**src/hw/rtl/text_stream_line_filter_unit_defines.svh**
```systemverilog
// Assertion macros for the line filter back end.
// Each macro expects i_clk and i_rst_n in the scope where it is used.
`ifndef TEXT_STREAM_LINE_FILTER_UNIT_DEFINES_SVH
`define TEXT_STREAM_LINE_FILTER_UNIT_DEFINES_SVH

`define TSLF_ASSERT_NOW(label, ante, cons, msg) \
    label: assert property (@(posedge i_clk) disable iff (!i_rst_n) (ante) |-> (cons)) \
        else $error(msg);

`define TSLF_ASSERT_NEXT(label, ante, cons, msg) \
    label: assert property (@(posedge i_clk) disable iff (!i_rst_n) (ante) |=> (cons)) \
        else $error(msg);

`endif

```
**src/hw/rtl/tslf_pkg.sv**
```systemverilog
package tslf_pkg;

    localparam int CFG_IDX_W  = 3;
    localparam int CFG_DATA_W = 1;

    typedef enum logic [CFG_IDX_W-1:0] {
        CFG_NUMBER_NONBLANK  = 3'd0,
        CFG_NUMBER_ALL       = 3'd1,
        CFG_SQUEEZE_BLANK    = 3'd2,
        CFG_SHOW_NONPRINTING = 3'd3,
        CFG_SHOW_ENDS        = 3'd4,
        CFG_SHOW_TABS        = 3'd5
    } t_cfg_idx;

    localparam logic [7:0] CH_NL       = 8'h0A;
    localparam logic [7:0] CH_TAB      = 8'h09;
    localparam logic [7:0] CH_SPACE    = 8'h20;
    localparam logic [7:0] CH_DOLLAR   = 8'h24;
    localparam logic [7:0] CH_CARET    = 8'h5E;
    localparam logic [7:0] CH_QMARK    = 8'h3F;
    localparam logic [7:0] CH_I        = 8'h49;
    localparam logic [7:0] CH_ZERO     = 8'h30;
    localparam logic [7:0] CH_DEL      = 8'h7F;
    localparam logic [7:0] CH_CTRL_MAX = 8'h1F;
    localparam logic [7:0] CTRL_OFFSET = 8'h40;

    localparam int DIGITS = 6;
    localparam int BCD_W  = 4 * DIGITS;
    localparam int SUB_W  = $clog2(DIGITS + 1);
    localparam logic [BCD_W-1:0] BCD_ONE = BCD_W'(1);
    localparam logic [BCD_W-1:0] BCD_MAX = 24'h999999;

    localparam int QUEUE_DEPTH = 4;
    localparam int QUEUE_AW    = $clog2(QUEUE_DEPTH);

    typedef struct packed {
        logic [7:0]       ch;
        logic             num;
        logic [BCD_W-1:0] bcd;
        logic             pad;
        logic             dollar;
        logic             caret;
    } t_cmd;

    typedef enum logic [2:0] {
        PH_IDLE,
        PH_NUM,
        PH_PAD,
        PH_DOLLAR,
        PH_CARET,
        PH_FINAL
    } t_phase;

endpackage

```
**src/hw/rtl/tslf_in_if.sv**
```systemverilog
interface tslf_in_if;
    logic       valid;
    logic       ready;
    logic [7:0] data_byte;
    logic       first_of_file;

    modport source (output valid, output data_byte, output first_of_file, input ready);
    modport sink (input valid, input data_byte, input first_of_file, output ready);
endinterface

```
**src/hw/rtl/tslf_out_if.sv**
```systemverilog
interface tslf_out_if;
    logic       valid;
    logic       ready;
    logic [7:0] out_byte;
    logic       last_of_run;

    modport source (output valid, output out_byte, output last_of_run, input ready);
    modport sink (input valid, input out_byte, input last_of_run, output ready);
endinterface

```
**src/hw/rtl/tslf_front.sv**
```systemverilog
module tslf_front (
    input  logic                           i_clk,
    input  logic                           i_rst_n,
    input  logic                           i_cfg_we,
    input  logic [tslf_pkg::CFG_IDX_W-1:0]  i_cfg_idx,
    input  logic [tslf_pkg::CFG_DATA_W-1:0] i_cfg_data,
    tslf_in_if.sink                        i_in,
    input  logic                           i_full,
    output logic                           o_push,
    output tslf_pkg::t_cmd                 o_cmd
);
    import tslf_pkg::*;

    logic             r_number_nonblank, r_number_all, r_squeeze_blank;
    logic             r_show_nonprinting, r_show_ends, r_show_tabs;
    logic             r_prev, n_prev;
    logic             r_blank, n_blank;
    logic [BCD_W-1:0] r_cnt, n_cnt;

    logic             accept;
    logic             prev, blank, nl, drop, number_it, ctrl_caret;
    logic [BCD_W-1:0] cnt;
    logic [7:0]       c;

    function automatic logic [BCD_W-1:0] bcd_next(input logic [BCD_W-1:0] v);
        logic [BCD_W-1:0] r;
        logic             carry;
        r = v;
        carry = 1'b1;
        if (v != BCD_MAX) begin
            for (int d = 0; d < DIGITS; d++) begin
                if (carry) begin
                    if (r[4*d +: 4] < 4'd9) begin
                        r[4*d +: 4] = r[4*d +: 4] + 4'd1;
                        carry = 1'b0;
                    end else begin
                        r[4*d +: 4] = 4'd0;
                    end
                end
            end
        end
        return r;
    endfunction

    always_ff @(posedge i_clk) begin
        if (!i_rst_n) begin
            r_number_nonblank  <= 1'b0;
            r_number_all       <= 1'b0;
            r_squeeze_blank    <= 1'b0;
            r_show_nonprinting <= 1'b0;
            r_show_ends        <= 1'b0;
            r_show_tabs        <= 1'b0;
        end else if (i_cfg_we) begin
            unique case (t_cfg_idx'(i_cfg_idx))
                CFG_NUMBER_NONBLANK:  r_number_nonblank  <= i_cfg_data[0];
                CFG_NUMBER_ALL:       r_number_all       <= i_cfg_data[0];
                CFG_SQUEEZE_BLANK:    r_squeeze_blank    <= i_cfg_data[0];
                CFG_SHOW_NONPRINTING: r_show_nonprinting <= i_cfg_data[0];
                CFG_SHOW_ENDS:        r_show_ends        <= i_cfg_data[0];
                CFG_SHOW_TABS:        r_show_tabs        <= i_cfg_data[0];
                default: ;
            endcase
        end
    end

    assign i_in.ready = !i_full;
    assign accept     = i_in.valid && i_in.ready;

    always_comb begin
        prev  = i_in.first_of_file ? 1'b1 : r_prev;
        blank = i_in.first_of_file ? 1'b0 : r_blank;
        cnt   = i_in.first_of_file ? BCD_ONE : r_cnt;
        nl    = (i_in.data_byte == CH_NL);

        // A repeated blank line is dropped but still counts as a newline.
        drop    = r_squeeze_blank && prev && nl && blank;
        n_blank = r_squeeze_blank ? (prev && nl) : blank;
        n_prev  = nl;

        number_it = 1'b0;
        if (r_number_nonblank) begin
            number_it = prev && !nl;
        end else if (r_number_all) begin
            number_it = prev;
        end
        n_cnt = (number_it && !drop) ? bcd_next(cnt) : cnt;

        ctrl_caret = r_show_nonprinting &&
            (((i_in.data_byte <= CH_CTRL_MAX) && (i_in.data_byte != CH_TAB) && !nl) ||
             (i_in.data_byte == CH_DEL));

        c = i_in.data_byte;
        if (ctrl_caret) begin
            c = (i_in.data_byte == CH_DEL) ? CH_QMARK : i_in.data_byte + CTRL_OFFSET;
        end else if (r_show_tabs && (i_in.data_byte == CH_TAB)) begin
            c = CH_I;
        end

        o_cmd.ch     = c;
        o_cmd.num    = number_it;
        o_cmd.bcd    = cnt;
        o_cmd.dollar = r_show_ends && nl;
        o_cmd.pad    = r_show_ends && nl && r_number_nonblank && prev;
        o_cmd.caret  = ctrl_caret || (r_show_tabs && (i_in.data_byte == CH_TAB));
        o_push       = accept && !drop;
    end

    always_ff @(posedge i_clk) begin
        if (!i_rst_n) begin
            r_prev  <= 1'b1;
            r_blank <= 1'b0;
            r_cnt   <= BCD_ONE;
        end else if (accept) begin
            r_prev  <= n_prev;
            r_blank <= n_blank;
            r_cnt   <= n_cnt;
        end
    end
endmodule

```
**src/hw/rtl/tslf_queue.sv**
```systemverilog
module tslf_queue (
    input  logic           i_clk,
    input  logic           i_rst_n,
    input  logic           i_push,
    input  tslf_pkg::t_cmd i_wdata,
    output logic           o_full,
    input  logic           i_pop,
    output tslf_pkg::t_cmd o_rdata,
    output logic           o_empty
);
    import tslf_pkg::*;

    t_cmd                r_mem [QUEUE_DEPTH];
    logic [QUEUE_AW-1:0] r_wr_ptr, r_rd_ptr;
    logic [QUEUE_AW:0]   r_count;
    logic                do_push, do_pop;

    assign o_full  = (r_count == (QUEUE_AW + 1)'(QUEUE_DEPTH));
    assign o_empty = (r_count == '0);
    assign o_rdata = r_mem[r_rd_ptr];
    assign do_push = i_push && !o_full;
    assign do_pop  = i_pop && !o_empty;

    always_ff @(posedge i_clk) begin
        if (do_push) begin
            r_mem[r_wr_ptr] <= i_wdata;
        end
    end

    always_ff @(posedge i_clk) begin
        if (!i_rst_n) begin
            r_wr_ptr <= '0;
            r_rd_ptr <= '0;
            r_count  <= '0;
        end else begin
            if (do_push) begin
                r_wr_ptr <= r_wr_ptr + 1'b1;
            end
            if (do_pop) begin
                r_rd_ptr <= r_rd_ptr + 1'b1;
            end
            if (do_push && !do_pop) begin
                r_count <= r_count + 1'b1;
            end else if (do_pop && !do_push) begin
                r_count <= r_count - 1'b1;
            end
        end
    end
endmodule

```
**src/hw/rtl/tslf_back.sv**
```systemverilog
`include "text_stream_line_filter_unit_defines.svh"

module tslf_back (
    input  logic           i_clk,
    input  logic           i_rst_n,
    input  logic           i_empty,
    input  tslf_pkg::t_cmd i_cmd,
    output logic           o_pop,
    tslf_out_if.source     o_out
);
    import tslf_pkg::*;

    t_phase           r_phase, n_phase;
    logic [SUB_W-1:0] r_sub, n_sub;
    t_cmd             r_cmd, n_cmd;

    logic             out_xfer, last_sub;
    logic [7:0]       num_chars [DIGITS+1];
    logic             lead;
    logic [3:0]       dig;

    function automatic t_phase start_phase(input t_cmd c);
        priority if (c.num) return PH_NUM;
        else if (c.pad)     return PH_PAD;
        else if (c.dollar)  return PH_DOLLAR;
        else if (c.caret)   return PH_CARET;
        else                return PH_FINAL;
    endfunction

    always_comb begin
        lead = 1'b1;
        dig  = '0;
        for (int i = DIGITS - 1; i >= 0; i--) begin
            dig = r_cmd.bcd[4*i +: 4];
            if ((dig != 4'd0) || (i == 0)) begin
                lead = 1'b0;
            end
            num_chars[DIGITS-1-i] = lead ? CH_SPACE : (CH_ZERO + {4'd0, dig});
        end
        num_chars[DIGITS] = CH_TAB;
    end

    assign out_xfer = o_out.valid && o_out.ready;
    assign last_sub = (r_sub == SUB_W'(DIGITS));

    always_ff @(posedge i_clk) begin
        if (!i_rst_n) begin
            r_phase <= PH_IDLE;
            r_sub   <= '0;
        end else begin
            r_phase <= n_phase;
            r_sub   <= n_sub;
        end
        r_cmd <= n_cmd;
    end

    always_comb begin
        n_phase = r_phase;
        n_sub   = r_sub;
        n_cmd   = r_cmd;
        o_pop   = 1'b0;

        o_out.valid       = (r_phase != PH_IDLE);
        o_out.last_of_run = (r_phase == PH_FINAL);
        o_out.out_byte    = r_cmd.ch;

        unique case (r_phase)
            PH_IDLE: begin
                o_out.out_byte = r_cmd.ch;
            end
            PH_NUM: begin
                o_out.out_byte = num_chars[r_sub];
                if (out_xfer) begin
                    if (!last_sub) begin
                        n_sub = r_sub + 1'b1;
                    end else begin
                        n_sub = '0;
                        priority if (r_cmd.pad) n_phase = PH_PAD;
                        else if (r_cmd.dollar)  n_phase = PH_DOLLAR;
                        else if (r_cmd.caret)   n_phase = PH_CARET;
                        else                    n_phase = PH_FINAL;
                    end
                end
            end
            PH_PAD: begin
                o_out.out_byte = last_sub ? CH_TAB : CH_SPACE;
                if (out_xfer) begin
                    if (!last_sub) begin
                        n_sub = r_sub + 1'b1;
                    end else begin
                        n_sub   = '0;
                        n_phase = PH_DOLLAR;
                    end
                end
            end
            PH_DOLLAR: begin
                o_out.out_byte = CH_DOLLAR;
                if (out_xfer) begin
                    n_phase = r_cmd.caret ? PH_CARET : PH_FINAL;
                end
            end
            PH_CARET: begin
                o_out.out_byte = CH_CARET;
                if (out_xfer) begin
                    n_phase = PH_FINAL;
                end
            end
            PH_FINAL: begin
                o_out.out_byte = r_cmd.ch;
            end
            default: begin
                n_phase = PH_IDLE;
            end
        endcase

        // The next command is loaded in the cycle the last byte transfers.
        if ((r_phase == PH_IDLE) || ((r_phase == PH_FINAL) && out_xfer)) begin
            n_sub = '0;
            if (!i_empty) begin
                o_pop   = 1'b1;
                n_cmd   = i_cmd;
                n_phase = start_phase(i_cmd);
            end else begin
                n_phase = PH_IDLE;
            end
        end
    end

    `TSLF_ASSERT_NOW(a_num_cmd, r_phase == PH_NUM, r_cmd.num && !r_cmd.pad, "Number phase without a numbered command.")
    `TSLF_ASSERT_NOW(a_pad_cmd, r_phase == PH_PAD, r_cmd.pad && r_cmd.dollar, "Pad phase without an end mark.")
    `TSLF_ASSERT_NOW(a_sub_idle, (r_phase != PH_NUM) && (r_phase != PH_PAD), r_sub == '0, "Sub counter is not clear outside a multi-byte phase.")
    `TSLF_ASSERT_NEXT(a_drain, (r_phase == PH_FINAL) && o_out.ready && i_empty, r_phase == PH_IDLE, "Back end did not go idle after the last transfer.")
endmodule

```
**src/hw/rtl/text_stream_line_filter_unit.sv**
```systemverilog
// Text line filter: one input byte per transfer is turned into one to nine output bytes
// (a squeezed blank line gives none), with optional line numbers, caret notation, end marks
// and tab marks. The front end classifies each byte and registers the line state,
// so it takes a new byte every cycle while the four-entry command queue has room. The back
// end sends one output byte per cycle while the output is ready, so an input byte holds
// the output until all its bytes are sent: one for plain text, up to nine for a numbered
// line start. The output is the bottleneck; input stalls only when the queue fills.
module text_stream_line_filter_unit (
    input  logic                           i_clk,
    input  logic                           i_rst_n,
    input  logic                           i_cfg_we,
    input  logic [tslf_pkg::CFG_IDX_W-1:0]  i_cfg_idx,
    input  logic [tslf_pkg::CFG_DATA_W-1:0] i_cfg_data,
    tslf_in_if.sink                        i_in,
    tslf_out_if.source                     o_out
);
    import tslf_pkg::*;

    logic q_push, q_full, q_pop, q_empty;
    t_cmd q_wdata, q_rdata;

    tslf_front u_front (
        .i_clk      (i_clk),
        .i_rst_n    (i_rst_n),
        .i_cfg_we   (i_cfg_we),
        .i_cfg_idx  (i_cfg_idx),
        .i_cfg_data (i_cfg_data),
        .i_in       (i_in),
        .i_full     (q_full),
        .o_push     (q_push),
        .o_cmd      (q_wdata)
    );

    tslf_queue u_queue (
        .i_clk   (i_clk),
        .i_rst_n (i_rst_n),
        .i_push  (q_push),
        .i_wdata (q_wdata),
        .o_full  (q_full),
        .i_pop   (q_pop),
        .o_rdata (q_rdata),
        .o_empty (q_empty)
    );

    tslf_back u_back (
        .i_clk   (i_clk),
        .i_rst_n (i_rst_n),
        .i_empty (q_empty),
        .i_cmd   (q_rdata),
        .o_pop   (q_pop),
        .o_out   (o_out)
    );
endmodule

```
**src/flat_wrapper.sv**
```systemverilog
// flat-port wrapper written by rule: the top's interface ports become plain ports
module text_stream_line_filter_unit_flat import tslf_pkg::*;
  (i_clk, i_rst_n, i_cfg_we, i_cfg_idx, i_cfg_data, i_in_valid, i_in_data_byte, i_in_first_of_file, i_in_ready, o_out_valid, o_out_out_byte, o_out_last_of_run, o_out_ready);
  tslf_in_if i_in_i ();
  tslf_out_if o_out_i ();
  input  logic i_clk;
  input  logic i_rst_n;
  input  logic i_cfg_we;
  input  logic [tslf_pkg::CFG_IDX_W-1:0] i_cfg_idx;
  input  logic [tslf_pkg::CFG_DATA_W-1:0] i_cfg_data;
  input wire logic [$bits(i_in_i.valid)-1:0] i_in_valid;
  input wire logic [$bits(i_in_i.data_byte)-1:0] i_in_data_byte;
  input wire logic [$bits(i_in_i.first_of_file)-1:0] i_in_first_of_file;
  output wire logic [$bits(i_in_i.ready)-1:0] i_in_ready;
  output wire logic [$bits(o_out_i.valid)-1:0] o_out_valid;
  output wire logic [$bits(o_out_i.out_byte)-1:0] o_out_out_byte;
  output wire logic [$bits(o_out_i.last_of_run)-1:0] o_out_last_of_run;
  input wire logic [$bits(o_out_i.ready)-1:0] o_out_ready;
  assign i_in_i.valid = i_in_valid;
  assign i_in_i.data_byte = i_in_data_byte;
  assign i_in_i.first_of_file = i_in_first_of_file;
  assign i_in_ready = i_in_i.ready;
  assign o_out_valid = o_out_i.valid;
  assign o_out_out_byte = o_out_i.out_byte;
  assign o_out_last_of_run = o_out_i.last_of_run;
  assign o_out_i.ready = o_out_ready;
  text_stream_line_filter_unit u_core (.i_clk(i_clk), .i_rst_n(i_rst_n), .i_cfg_we(i_cfg_we), .i_cfg_idx(i_cfg_idx), .i_cfg_data(i_cfg_data), .i_in(i_in_i), .o_out(o_out_i));
endmodule
```
**config.mk**
```make
export PLATFORM = sky130hd
export DESIGN_NAME = text_stream_line_filter_unit_flat
export DESIGN_NICKNAME = d
export VERILOG_FILES = /design/src/hw/rtl/tslf_pkg.sv /design/src/hw/rtl/tslf_in_if.sv /design/src/hw/rtl/tslf_out_if.sv /design/src/hw/rtl/tslf_front.sv /design/src/hw/rtl/tslf_queue.sv /design/src/hw/rtl/tslf_back.sv /design/src/hw/rtl/text_stream_line_filter_unit.sv /design/src/flat_wrapper.sv
export VERILOG_INCLUDE_DIRS = /design/src /design/src/hw/rtl
export SDC_FILE = /design/constraint.sdc
export NUM_CORES = 1
export LEC_CHECK = 0
export BUFFER_PORTS_ARGS = -buffer_cell sky130_fd_sc_hd__buf_2
export CAP_MARGIN = 30
export CORE_AREA = 2 2 130 132
export DETAILED_ROUTE_END_ITERATION = 10
export DIE_AREA = 0 0 132 134
export PLACE_DENSITY_LB_ADDON = 0.1
export SLEW_MARGIN = 10
export SYNTH_ARGS = -nofsm -noshare
export SYNTH_HDL_FRONTEND = slang
export SYNTH_SLANG_ARGS = --single-unit
```
**constraint.sdc**
```tcl
create_clock -name i_clk -period 5.95 [get_ports i_clk]
set_input_delay 0.2975 -clock i_clk [delete_from_list [all_inputs] [get_ports i_clk]]
set_output_delay 0.2975 -clock i_clk [all_outputs]
set_load 0.02 [all_outputs]
```
==> summary.txt, run 1 <==
CTS
  • Clk sinks: approximately 230
  • Worst-skew pair later-pin latency: a little over 0.5 ns
  • CTS root buffer: clkbuf_16
  • CTS Buf Count: 23
  • Post-CTS setup repair buffer count: 0
  • CTS H-tree depth: 1
  • TritonCTS clock tree: done
  • # hold bufs at CTS: 0
  • Worst-path clk slew: ~0.060 ns
  • Deepest clock path buffer count: 3
  • Cells resized by post-CTS repair: 0

Synth
  • Synthesized flop and latch total: between 200 and 250
  • Ranking of synthesized cells by area: edfxtp_1 54%, dfxtp_1 9.5%, mux4_2 8.7%
  • Ys Warns: 0
  • Avg Cell Area, Syn: about 14 um2
  • EDFF count, synth: ~180
  • Post-synth cell types: between 60 and 70
  • Post-synthesis cell count: 708
  • Sequential-to-total area share from yosys stat: 0.639
  • Share of the synthesized area in the top cell type: 0.544
  • Most common flop cell mapped by yosys: edfxtp_1
  • Synth Cell Area: between 9000 and 10000 um2
  • Syn nets: approximately 750
  • Post-synth top area cell: edfxtp_1
  • Share of flip-flops with an asynchronous set or reset: 0

Drt
  • Via Count: ~6k
  • Drt first-iter violations: between 500 and 600
  • DRC: 0
  • Total routed wirelength: 19700 um
  • Routed Antenna Nets: 0
  • Routed WL per cell: a little over 20 um
  • Avg Vias per Cell: 6.14
  • Drt pass-1 iters: 6

Timing
  • Final hold vios: 0
  • Worst-Margin Slew: around 0.83 ns
  • Clock Skew: approximately 0.0086 ns
  • Fin crit period: approximately 3.1 ns
  • Final Max Tran Viols: 0
  • Fmax: about 0.32 GHz
  • Slew headroom: 0.443
  • Final Cycle Share: 0.522
  • Final hold slack: ~0.025 ns
  • Setup TNS: 0 ns
  • RSZ-0062 raised after global routing: false
  • Setup violators final: 0

Critical path
  • Crit-path max FO: 18
  • Startpoint Class: flip-flop
  • Critical path data required time: approximately 6.4 ns
  • CP arrival: between 3 and 4 ns
  • Crit path capture type: flip-flop
  • Cell count of the worst reg-to-reg path: 10
  • Kind of critical path: flip-flop to flip-flop

Placement
  • RD Place Congestion: 0.896
  • Final HPWL DP: around 13000 um
  • # port buffers: 28

Worst hold path
  • Hold/Removal Path Class: primary input to flip-flop
  • Worst Hold Depth: 1

Global route
  • Number of global-route vias before repair: 5756
  • Initial antenna violation count: 0
  • Total grt overflow: 0
  • Largest net degree at the start of global routing: 40
  • Gr usage total: 0.229
  • First-pass GRT wire length: approximately 31000 um

Floorplan
  • Total core area: roughly 16000 um2
  • Die Width: 132 um
  • Ports: 29
  • Std-Cell Rows: 47
  • Die area: roughly 18000 um2
  • Die Y: 134 um
  • Initial Util: 0.607

Final layout
  • Multi-input gate area: around 3300 um2
  • # fillers: ~1.2k
  • Area occupied by registers: about 6300 um2
  • Final net count: just under 800
  • Area Growth Syn to Fin: 10.4%
  • Most frequent cells in the layout: 179 x edfxtp_1, 49 x nor2_1, 46 x dfxtp_1
  • Layout cells sized above 1: 0.152
  • Commonest non-fill, non-tap cell in the layout: edfxtp_1
  • N_diodes: 0

Pwr
  • Pleak: 3.69 nW
  • Pwr dens: just over 400 nW/um2
  • VDD IR max: ~300 uV

Status
  • Outcome: complete, no violations

Job
  • Max cap viols: 0
sequential cells by signal (all words and copies together) (netlist names), named ones only:
register,count
u_core.u_front.r_show_tabs,1
u_core.u_front.r_prev,1
u_core.u_back.r_cmd,31
u_core.u_front.r_squeeze_blank,1
u_core.u_queue.r_mem,144
u_core.u_back.r_phase,3
u_core.u_front.r_show_ends,1
u_core.u_queue.r_count,3
u_core.u_front.r_number_nonblank,1
u_core.u_queue.r_wr_ptr,2
u_core.u_front.r_show_nonprinting,1
u_core.u_front.r_number_all,1
u_core.u_back.dig,4
u_core.u_front.r_cnt,24
u_core.u_front.r_blank,1
u_core.u_back.r_sub,3
u_core.u_queue.r_rd_ptr,2
critical path, cell delays in order, from the launching register on:
cell	delay [ns]
dfxtp_1	0.42
nor2_1	0.08
nand2_1	0.10
nand2_1	0.38
a31oi_1	0.65
ha_1	0.30
inv_1	0.06
fa_1	0.38
xor2_1	0.18
or3_1	0.30
a21oi_1	0.16
through the flow:
step	utilization	cells	power, mW	cell area [um2]	worst slack (ns)
after floorplan	-	708	2.86	9880	3.17
final	0.670	965	4.49	10900	2.85
after global placement	0.626	926	3.14	10200	2.89
after CTS	0.670	965	4.53	10900	2.83
after global routing	0.670	965	4.70	10900	2.56
after detailed placement	0.626	926	3.18	10200	2.81
metal layers:
metal / global-route usage / routed length, um / vias to the layer above
met5: 0 / 0 / -
met4: 0.0628 / 416 / 0
met3: 0.0295 / 965 / 30
met2: 0.364 / 9390 / 177
met1: 0.338 / 8920 / 2980
li1: - / - / 2734
synth_stat cells (3+ instances only):
cell	n
edfxtp_1	179
nor2_1	49
dfxtp_1	47
mux4_2	38
o21ai_0	38
inv_1	35
nand2_1	35
clkbuf_1	31
ha_1	26
a21oi_1	23
mux2i_1	18
nand3_1	17
nor2b_1	17
nand2b_1	16
nor3_1	11
a31oi_1	9
o21a_1	9
and2_1	8
nand3b_1	5
nand4b_1	5
nor4_1	5
o22ai_1	5
o31ai_1	5
a21boi_0	4
and3_1	4
buf_2	4
xor2_1	4
a211oi_1	3
a221oi_1	3
a32o_1	3
nor4bb_1	3
o211ai_1	3
or3_1	3
or4_1	3
report_power, final:
part,leakage [nW],internal [mW],total [mW],switching (mW)
logic,1.37,0.383,0.966,0.583
registers,1.97,2.03,2.17,0.141
clock network,0.346,0.791,1.35,0.561
cell families after synthesis:
kind of cell	Yosys count	share of synthesized area
fa+ha+maj	29	0.0370
buf+inv	73	0.0290
simple gates	189	0.100
flops	226	0.639
mux	57	0.106
xor+xnor	6	0.00532
compound gates	128	0.0836
area by class of cell:
cell class	instances	area share
clock buffer	25	0.0534
clock inverter	14	0.0114
inverter	35	0.0120
multi-input combinational	409	0.301
sequential	226	0.579
tap	220	0.0252
timing repair buffer	36	0.0183
worst paths after layout:
check / endpoint / start / slack [ns]
max: u_core.u_queue.r_count[2]$_SDFFE_PN0P_ / u_core.u_queue.r_count[0]$_SDFFE_PN0P_ / 2.85
min: u_core.u_queue.r_mem[2][30]$_DFFE_PP_ / i_in_data_byte[2] / 0.03
max reg2reg: u_core.u_queue.r_count[2]$_SDFFE_PN0P_ / u_core.u_queue.r_count[0]$_SDFFE_PN0P_ / 2.85
min reg2reg: u_core.u_front.r_cnt[5]$_SDFFE_PN0N_ / u_core.u_front.r_cnt[5]$_SDFFE_PN0N_ / 0.46
Note: power is estimated with default switching activity, not from simulation.
==> inputs of run 2 (changes only) <==
clock period = 3.2 ns   (was 5.95 ns; I/O delays follow)
==> run 2 against run 1 <==
Compared with the run above:
- cell count grew 2.2%
- utilization grew 1.7 points
- routed wire length grew 2.3%
- die area is the same
- worst hold slack gained 0.031 ns
- flip-flop and latch count is the same
- register-to-register slack lost 2.4 ns
- design area grew 2.5%
- critical path depth grew 1
- sequential share of layout area shrank 1.4 points
- clock power grew 110%
- sequential power grew 88%
- highest routed layer unchanged
==> summary.txt, run 2 (synthesis results as in run 1) <==
Floorplan
  • Initial Util: 0.607 (unchanged)
  • Die Width: 132 um (unchanged)
  • Ports: 29 (unchanged)
  • Total core area: 16300 um2 (unchanged)
  • Die area: 17700 um2 (unchanged)
  • Die Y: 134 um (unchanged)
  • Std-Cell Rows: 47 (unchanged)

Global route
  • Initial antenna violation count: 1 (+1)
  • GR peak layer: met2
  • Met3 Use GR: 0.0370 (+0.00756)
  • Total grt overflow: 0 (unchanged)
  • First-pass GRT wire length: 32300 um (+2.9%)
  • Number of global-route vias before repair: 6126 (+6.4%)
  • Gr usage total: 0.234 (+0.00494)
  • Met1 Track Usage GR: 0.325 (-0.0133)
  • Met2 Use GR: 0.386 (+0.0223)
  • Largest net degree at the start of global routing: 40 (unchanged)

Critical path
  • Cell count of the worst reg-to-reg path: 9 (-1)
  • FF-to-FF Start: u_core.u_front.r_cnt[9]$_SDFFE_PN0N_
  • Startpoint Class: primary input
  • CP Capture Point: u_core.u_queue.r_count[2]$_SDFFE_PN0P_
  • CP arrival: 3.23 ns (-0.30 ns)
  • Kind of critical path: primary input to flip-flop
  • Worst Setup SP: i_in_data_byte[0]
  • Critical R2R Capture: u_core.u_front.r_cnt[19]$_SDFFE_PN0N_
  • Crit-path max FO: 8 (-10)
  • R2R setup slack: 0.45 ns (-2.40 ns)
  • Critical path data required time: 3.61 ns (-2.76 ns)
  • Crit path capture type: flip-flop

CTS
  • Deepest clock path buffer count: 3 (unchanged)
  • CTS H-tree depth: 1 (unchanged)
  • Cells resized by post-CTS repair: 0 (unchanged)
  • CTS Buf Count: 24 (+4.3%)
  • Worst-skew pair later-pin latency: 0.51 ns (about the same)
  • TritonCTS clock tree: done
  • Worst-path clk slew: 0.06 ns (about the same)
  • Clk sinks: 226 (unchanged)
  • CTS root buffer: clkbuf_16

Final layout
  • Max reg flops: 144 (unchanged)
  • N_diodes: 0 (unchanged)
  • Final Util: 0.687 (+0.0171)
  • Most flops, register: u_core.u_queue.r_mem
  • # fillers: 1135 (-5.7%)
  • Largest regs: u_core.u_queue.r_mem (144), u_core.u_back.r_cmd (31), u_core.u_front.r_cnt (24)
  • Commonest non-fill, non-tap cell in the layout: edfxtp_1
  • Most frequent cells in the layout: 179 x edfxtp_1, 49 x nor2_1, 46 x dfxtp_1
  • Final net count: 793 (+2.2%)
  • Layout cells sized above 1: 0.170 (+0.0180)
  • Area Growth Syn to Fin: 13.2%

Pwr
  • Internal cell power: 6.31 mW (+97%)
  • Switching part of the total power: 0.277 (-0.00905)
  • Net Sw Power: 2.42 mW (+88%)
  • Combinational share of power: 0.205 (-0.010)
  • Pleak: 3.84 nW (+4.1%)
  • Total power: 8.73 mW (+94%)
  • Seq pwr share: 0.469 (-0.015)
  • Pwr dens: 780 nW/um2 (+89%)
  • VDD IR max: 572 uV (+93%)
  • Clk pwr share: 0.326 (+0.025)

Timing
  • Setup violators final: 0 (unchanged)
  • Setup TNS: 0 ns (unchanged)
  • Fmax: between 0.3 and 0.4 GHz
  • Final hold vios: 0 (unchanged)
  • Slew headroom: 0.384 (-0.0597)
  • Final Max Tran Viols: 0 (unchanged)
  • RSZ-0062 raised after global routing: false
  • Clock Skew: 0.0129 ns (+0.00426 ns)
  • Fin crit period: between 2 and 3 ns
  • Final Cycle Share: 0.881
  • Worst-Margin Slew: 0.923 ns (+0.0894 ns)

Worst hold path
  • Hold/Removal Path Class: primary input to flip-flop

Drt
  • Total routed wirelength: 20200 um (+2.3%)
  • Routed Antenna Nets: 0 (unchanged)
  • Avg Vias per Cell: 6.11 (-0.36%)
  • Drt pass-1 iters: 5 (-1)
  • Routed WL per cell: 20.4 um (+0.16%)
  • DRC: 0 (unchanged)
  • Via Count: 6028 (+1.8%)
  • Drt first-iter violations: 527 (+1.3%)

Status
  • Outcome: complete, no violations

Placement
  • Final HPWL DP: 13200 um (+5.4%)
  • RD Place Congestion: 0.894 (-0.23%)
  • # port buffers: 28 (unchanged)

Job
  • Max cap viols: 0 (unchanged)
run 2: final cells by class:
class,count,area (um2),area share
clock buffers,33,706,0.0631
clock inverters,11,129,0.0115
inverters,35,131,0.0117
multi-input cells,409,3280,0.293
flip-flops and latches,226,6320,0.565
well taps,220,275,0.0246
repair buffers,52,350,0.0313
run 2: timing repair:
item / 4_1_cts / 5_1_grt
endpoints found under the hold margin: 29 / 0
hold buffers: 7 / 0
buffers inserted: 0 / 0
run 2: metal layers:
metal  vias to the layer above  share of wire
met5                         -              0
met1                      3045           0.45
met2                       168           0.48
li1                       2789              -
met4                         0          0.019
met3                        26          0.050
run 2: critical path, stage by stage:
cell and delay, ns:
dlygate4sd3_1 0.54, buf_2 0.17, or4b_1 0.62, nor2_1 0.30, a31oi_1 0.30, ha_1 0.32, inv_1 0.08, fa_1 0.18
xor2_1 0.07, or3_1 0.31, a21oi_1 0.17
run 2: worst min path at each step:
stage / startpoint / endpoint / slack (ns) / cells past startpoint
final: i_cfg_idx[1] / u_core.u_front.r_show_nonprinting$_SDFFE_PN0P_ / 0.06 / 4
after CTS: i_cfg_idx[1] / u_core.u_front.r_show_nonprinting$_SDFFE_PN0P_ / 0.04 / 4
after global placement: i_in_data_byte[2] / u_core.u_queue.r_mem[2][30]$_DFFE_PP_ / 0.42 / 1
after floorplan: i_cfg_data / u_core.u_front.r_show_nonprinting$_SDFFE_PN0P_ / 0.30 / 2
after global routing: i_cfg_idx[1] / u_core.u_front.r_show_nonprinting$_SDFFE_PN0P_ / 0.09 / 4
after detailed placement: i_in_data_byte[2] / u_core.u_queue.r_mem[0][30]$_DFFE_PP_ / 0.43 / 1
run 2: per-stage QoR:
step	hold WS (ns)	cells	instance area, um2	setup slack [ns]
floorplan	0.304	708	9880	0.556
finish	0.0563	986	11200	0.381
global placement	0.424	935	10300	0.342
global route	0.0943	986	11200	0.173
detailed placement	0.431	935	10300	0.227
CTS	0.0438	986	11200	0.417
run 2: power groups by stage:
stage | Clock [mW] | Combinational (mW) | Sequential [mW]
floorplan | 0 | 1.36 | 3.96
detailed placement | 0 | 1.79 | 4.15
global placement | 0 | 1.75 | 4.13
CTS | 2.89 | 1.81 | 4.09
finish | 2.84 | 1.79 | 4.09
global route | 3.02 | 1.96 | 4.15
==> inputs of run 3 (changes only) <==
CORE_AREA = 2 2 132 134   (was 2 2 130 132)
DIE_AREA = 0 0 134 136   (was 0 0 132 134)
==> run 3 against run 2 <==
Compared with the run above:
- combinational power is essentially flat
- worst hold slack gained 0.00065 ns
- count of clock-buffer cells in the layout shrank 6
- via count grew 0.43%
- non-clock buffer count shrank 2
- largest cell class unchanged
==> summary.txt, run 3 (synthesis results as in run 1) <==
Drt
  • Via Count: 6054 (+0.43%)
  • Drt pass-1 iters: 5 (unchanged)
  • Avg Vias per Cell: 6.12 (+0.13%)
  • Routed Antenna Nets: 0 (unchanged)
  • Routed WL per cell: 20.8 um (+1.6%)
  • Total routed wirelength: 20500 um (+1.9%)
  • Drt first-iter violations: 457 (-13%)
  • DRC: 0 (unchanged)

Global route
  • Total grt overflow: 0 (unchanged)
  • Largest net degree at the start of global routing: 40 (unchanged)
  • Initial antenna violation count: 0 (-1)
  • First-pass GRT wire length: 32300 um (about the same)
  • Number of global-route vias before repair: 6000 (-2.1%)
  • Gr usage total: 0.231 (-0.00238)

Final layout
  • Max reg flops: 144 (unchanged)
  • Largest regs: u_core.u_queue.r_mem (144), u_core.u_back.r_cmd (31), u_core.u_front.r_cnt (24)
  • Most frequent cells in the layout: 179 x edfxtp_1, 49 x nor2_1, 46 x dfxtp_1
  • N_diodes: 0 (unchanged)
  • Commonest non-fill, non-tap cell in the layout: edfxtp_1
  • Area Growth Syn to Fin: 13.4%
  • Most flops, register: u_core.u_queue.r_mem
  • Layout cells sized above 1: 0.162 (-0.00741)
  • Final net count: 791 (-0.25%)

CTS
  • CTS root buffer: clkbuf_16
  • CTS H-tree depth: 1 (unchanged)
  • Worst-skew pair later-pin latency: 0.51 ns (about the same)
  • Worst-path clk slew: 0.06 ns (about the same)
  • Clk sinks: 226 (unchanged)
  • Post-CTS setup repair buffer count: 0 (unchanged)
  • Cells resized by post-CTS repair: 0 (unchanged)
  • CTS Buf Count: 24 (unchanged)
  • TritonCTS clock tree: done
  • Deepest clock path buffer count: 3 (unchanged)

Placement
  • Final HPWL DP: 13300 um (+0.76%)
  • RD Place Congestion: 0.853 (-4.6%)
  • # port buffers: 28 (unchanged)

Critical path
  • Critical path data required time: 3.59 ns (-0.02 ns)
  • Kind of critical path: flip-flop to flip-flop
  • Crit path capture type: flip-flop
  • FF-to-FF Start: u_core.u_front.r_cnt[1]$_SDFFE_PN0N_
  • Crit-path cells: nor2b_1 > inv_1 > ha_1 > and3_1 > nand3_1 > o211ai_2 > nor3_1 > a21boi_0 > o21a_1
  • Startpoint Class: flip-flop
  • Critical-path top delay cell: nor3_1
  • Max stage delay on crit path: 0.65 ns (+0.03 ns)
  • Worst Setup SP: u_core.u_front.r_cnt[1]$_SDFFE_PN0N_
  • CP arrival: 3.27 ns (+0.04 ns)
  • Crit-path max FO: 14 (+6)

Floorplan
  • Std-Cell Rows: 48 (+2.1%)
  • Die Width: 134 um (+1.5%)
  • Initial Util: 0.586 (-0.0211)
  • Total core area: 16900 um2 (+3.6%)
  • Ports: 29 (unchanged)
  • Die Y: 136 um (+1.5%)
  • Die area: 18200 um2 (+3.0%)

Timing
  • RSZ-0062 raised after global routing: false
  • Setup TNS: 0 ns (unchanged)
  • Final Cycle Share: 0.899 (+0.0176)
  • Final hold vios: 0 (unchanged)
  • Fmax: 0.348 GHz (-2.0%)
  • Final hold slack: 0.0570 ns (+0.000648 ns)
  • Clock Skew: 0.0181 ns (+0.00522 ns)
  • Slew headroom: 0.512 (+0.128)
  • Worst-Margin Slew: 0.731 ns (-0.193 ns)
  • Setup violators final: 0 (unchanged)
  • Fin crit period: 2.88 ns (+0.0564 ns)
  • Final Max Tran Viols: 0 (unchanged)

Pwr
  • Pleak: 3.83 nW (-0.28%)
  • Pwr dens: 785 nW/um2 (+0.63%)
  • Total power: 8.80 mW (+0.80%)
  • VDD IR max: 485 uV (-15%)

Job
  • Max cap viols: 0 (unchanged)

Worst hold path
  • Hold/Removal Path Class: primary input to flip-flop
  • Hold path start: i_cfg_idx[1]

Status
  • Outcome: complete, no violations
==> run 3: cell count changes in the layout (fill, tap and decap cells not counted), sizes merged <==
cell      previous run  this run
clkinvlp             0         1
buf                 45        43
clkbuf              33        27
clkinv               8        11
bufinv               3         5
==> run 3: worst paths after layout <==
path / to / slack [ns] / cells after the start
worst max-delay path: u_core.u_front.r_cnt[19]$_SDFFE_PN0N_ / 0.32 / 9
worst min-delay path: u_core.u_front.r_show_nonprinting$_SDFFE_PN0P_ / 0.06 / 4
worst max register to register: u_core.u_front.r_cnt[19]$_SDFFE_PN0N_ / 0.32 / 9
worst min register to register: u_core.u_front.r_cnt[5]$_SDFFE_PN0N_ / 0.47 / 1
==> run 3: critical path, delay by kind of cell, from the launching register on <==
kind / cells / cell delay (ns)
adders and majority gates: 1 / 0.22
DFF: 1 / 0.33
AOI/OAI and AO/OA: 3 / 0.72
buffers and inverters: 1 / 0.14
and+or+nand+nor: 4 / 1.35
==> run 3: final cells by class <==
| class | instances | area [um2] |
|---|---|---|
| clock buffer | 27 | 633 |
| fill | 1186 | 5670 |
| sequential | 226 | 6320 |
| inverter | 35 | 131 |
| timing repair buffer | 50 | 355 |
| tap | 225 | 282 |
| multi-input combinational | 409 | 3280 |
| clock inverter | 17 | 209 |
==> run 3: metal layers <==
layer | GRT usage | routed length, um | vias up
li1 | - | - | 2774
met1 | 0.328 | 8930 | 3022
met2 | 0.377 | 9980 | 225
met3 | 0.0354 | 1270 | 33
met4 | 0.0656 | 357 | 0
met5 | 0 | 0 | -
==> run 3: stage by stage <==
| step | instance area [um2] | util | worst slack (ns) | std cells |
|---|---|---|---|---|
| 6_report | 11200 | 0.664 | 0.324 | 989 |
| 5_1_grt | 11200 | 0.664 | 0.0686 | 989 |
| 4_1_cts | 11200 | 0.663 | 0.372 | 988 |
| 3_5_place_dp | 10300 | 0.608 | 0.251 | 937 |
| 3_3_place_gp | 10300 | 0.608 | 0.381 | 937 |
| 2_1_floorplan | 9880 | - | 0.556 | 708 |
==> run 3: timing repair <==
action | 4_1_cts | 5_1_grt
hold buffers | 7 | 0
hold endpoints to repair | 28 | 0
endpoints found under the setup margin | 0 | 0
==> run 3: power breakdown <==
part           total (mW)  internal [mW]  leakage (nW)  switching [mW]
clock                2.91           1.82         0.410            1.09
combinational        1.80          0.759          1.44            1.04
sequential           4.09           3.77          1.97           0.315
total                8.80           6.35          3.83            2.44
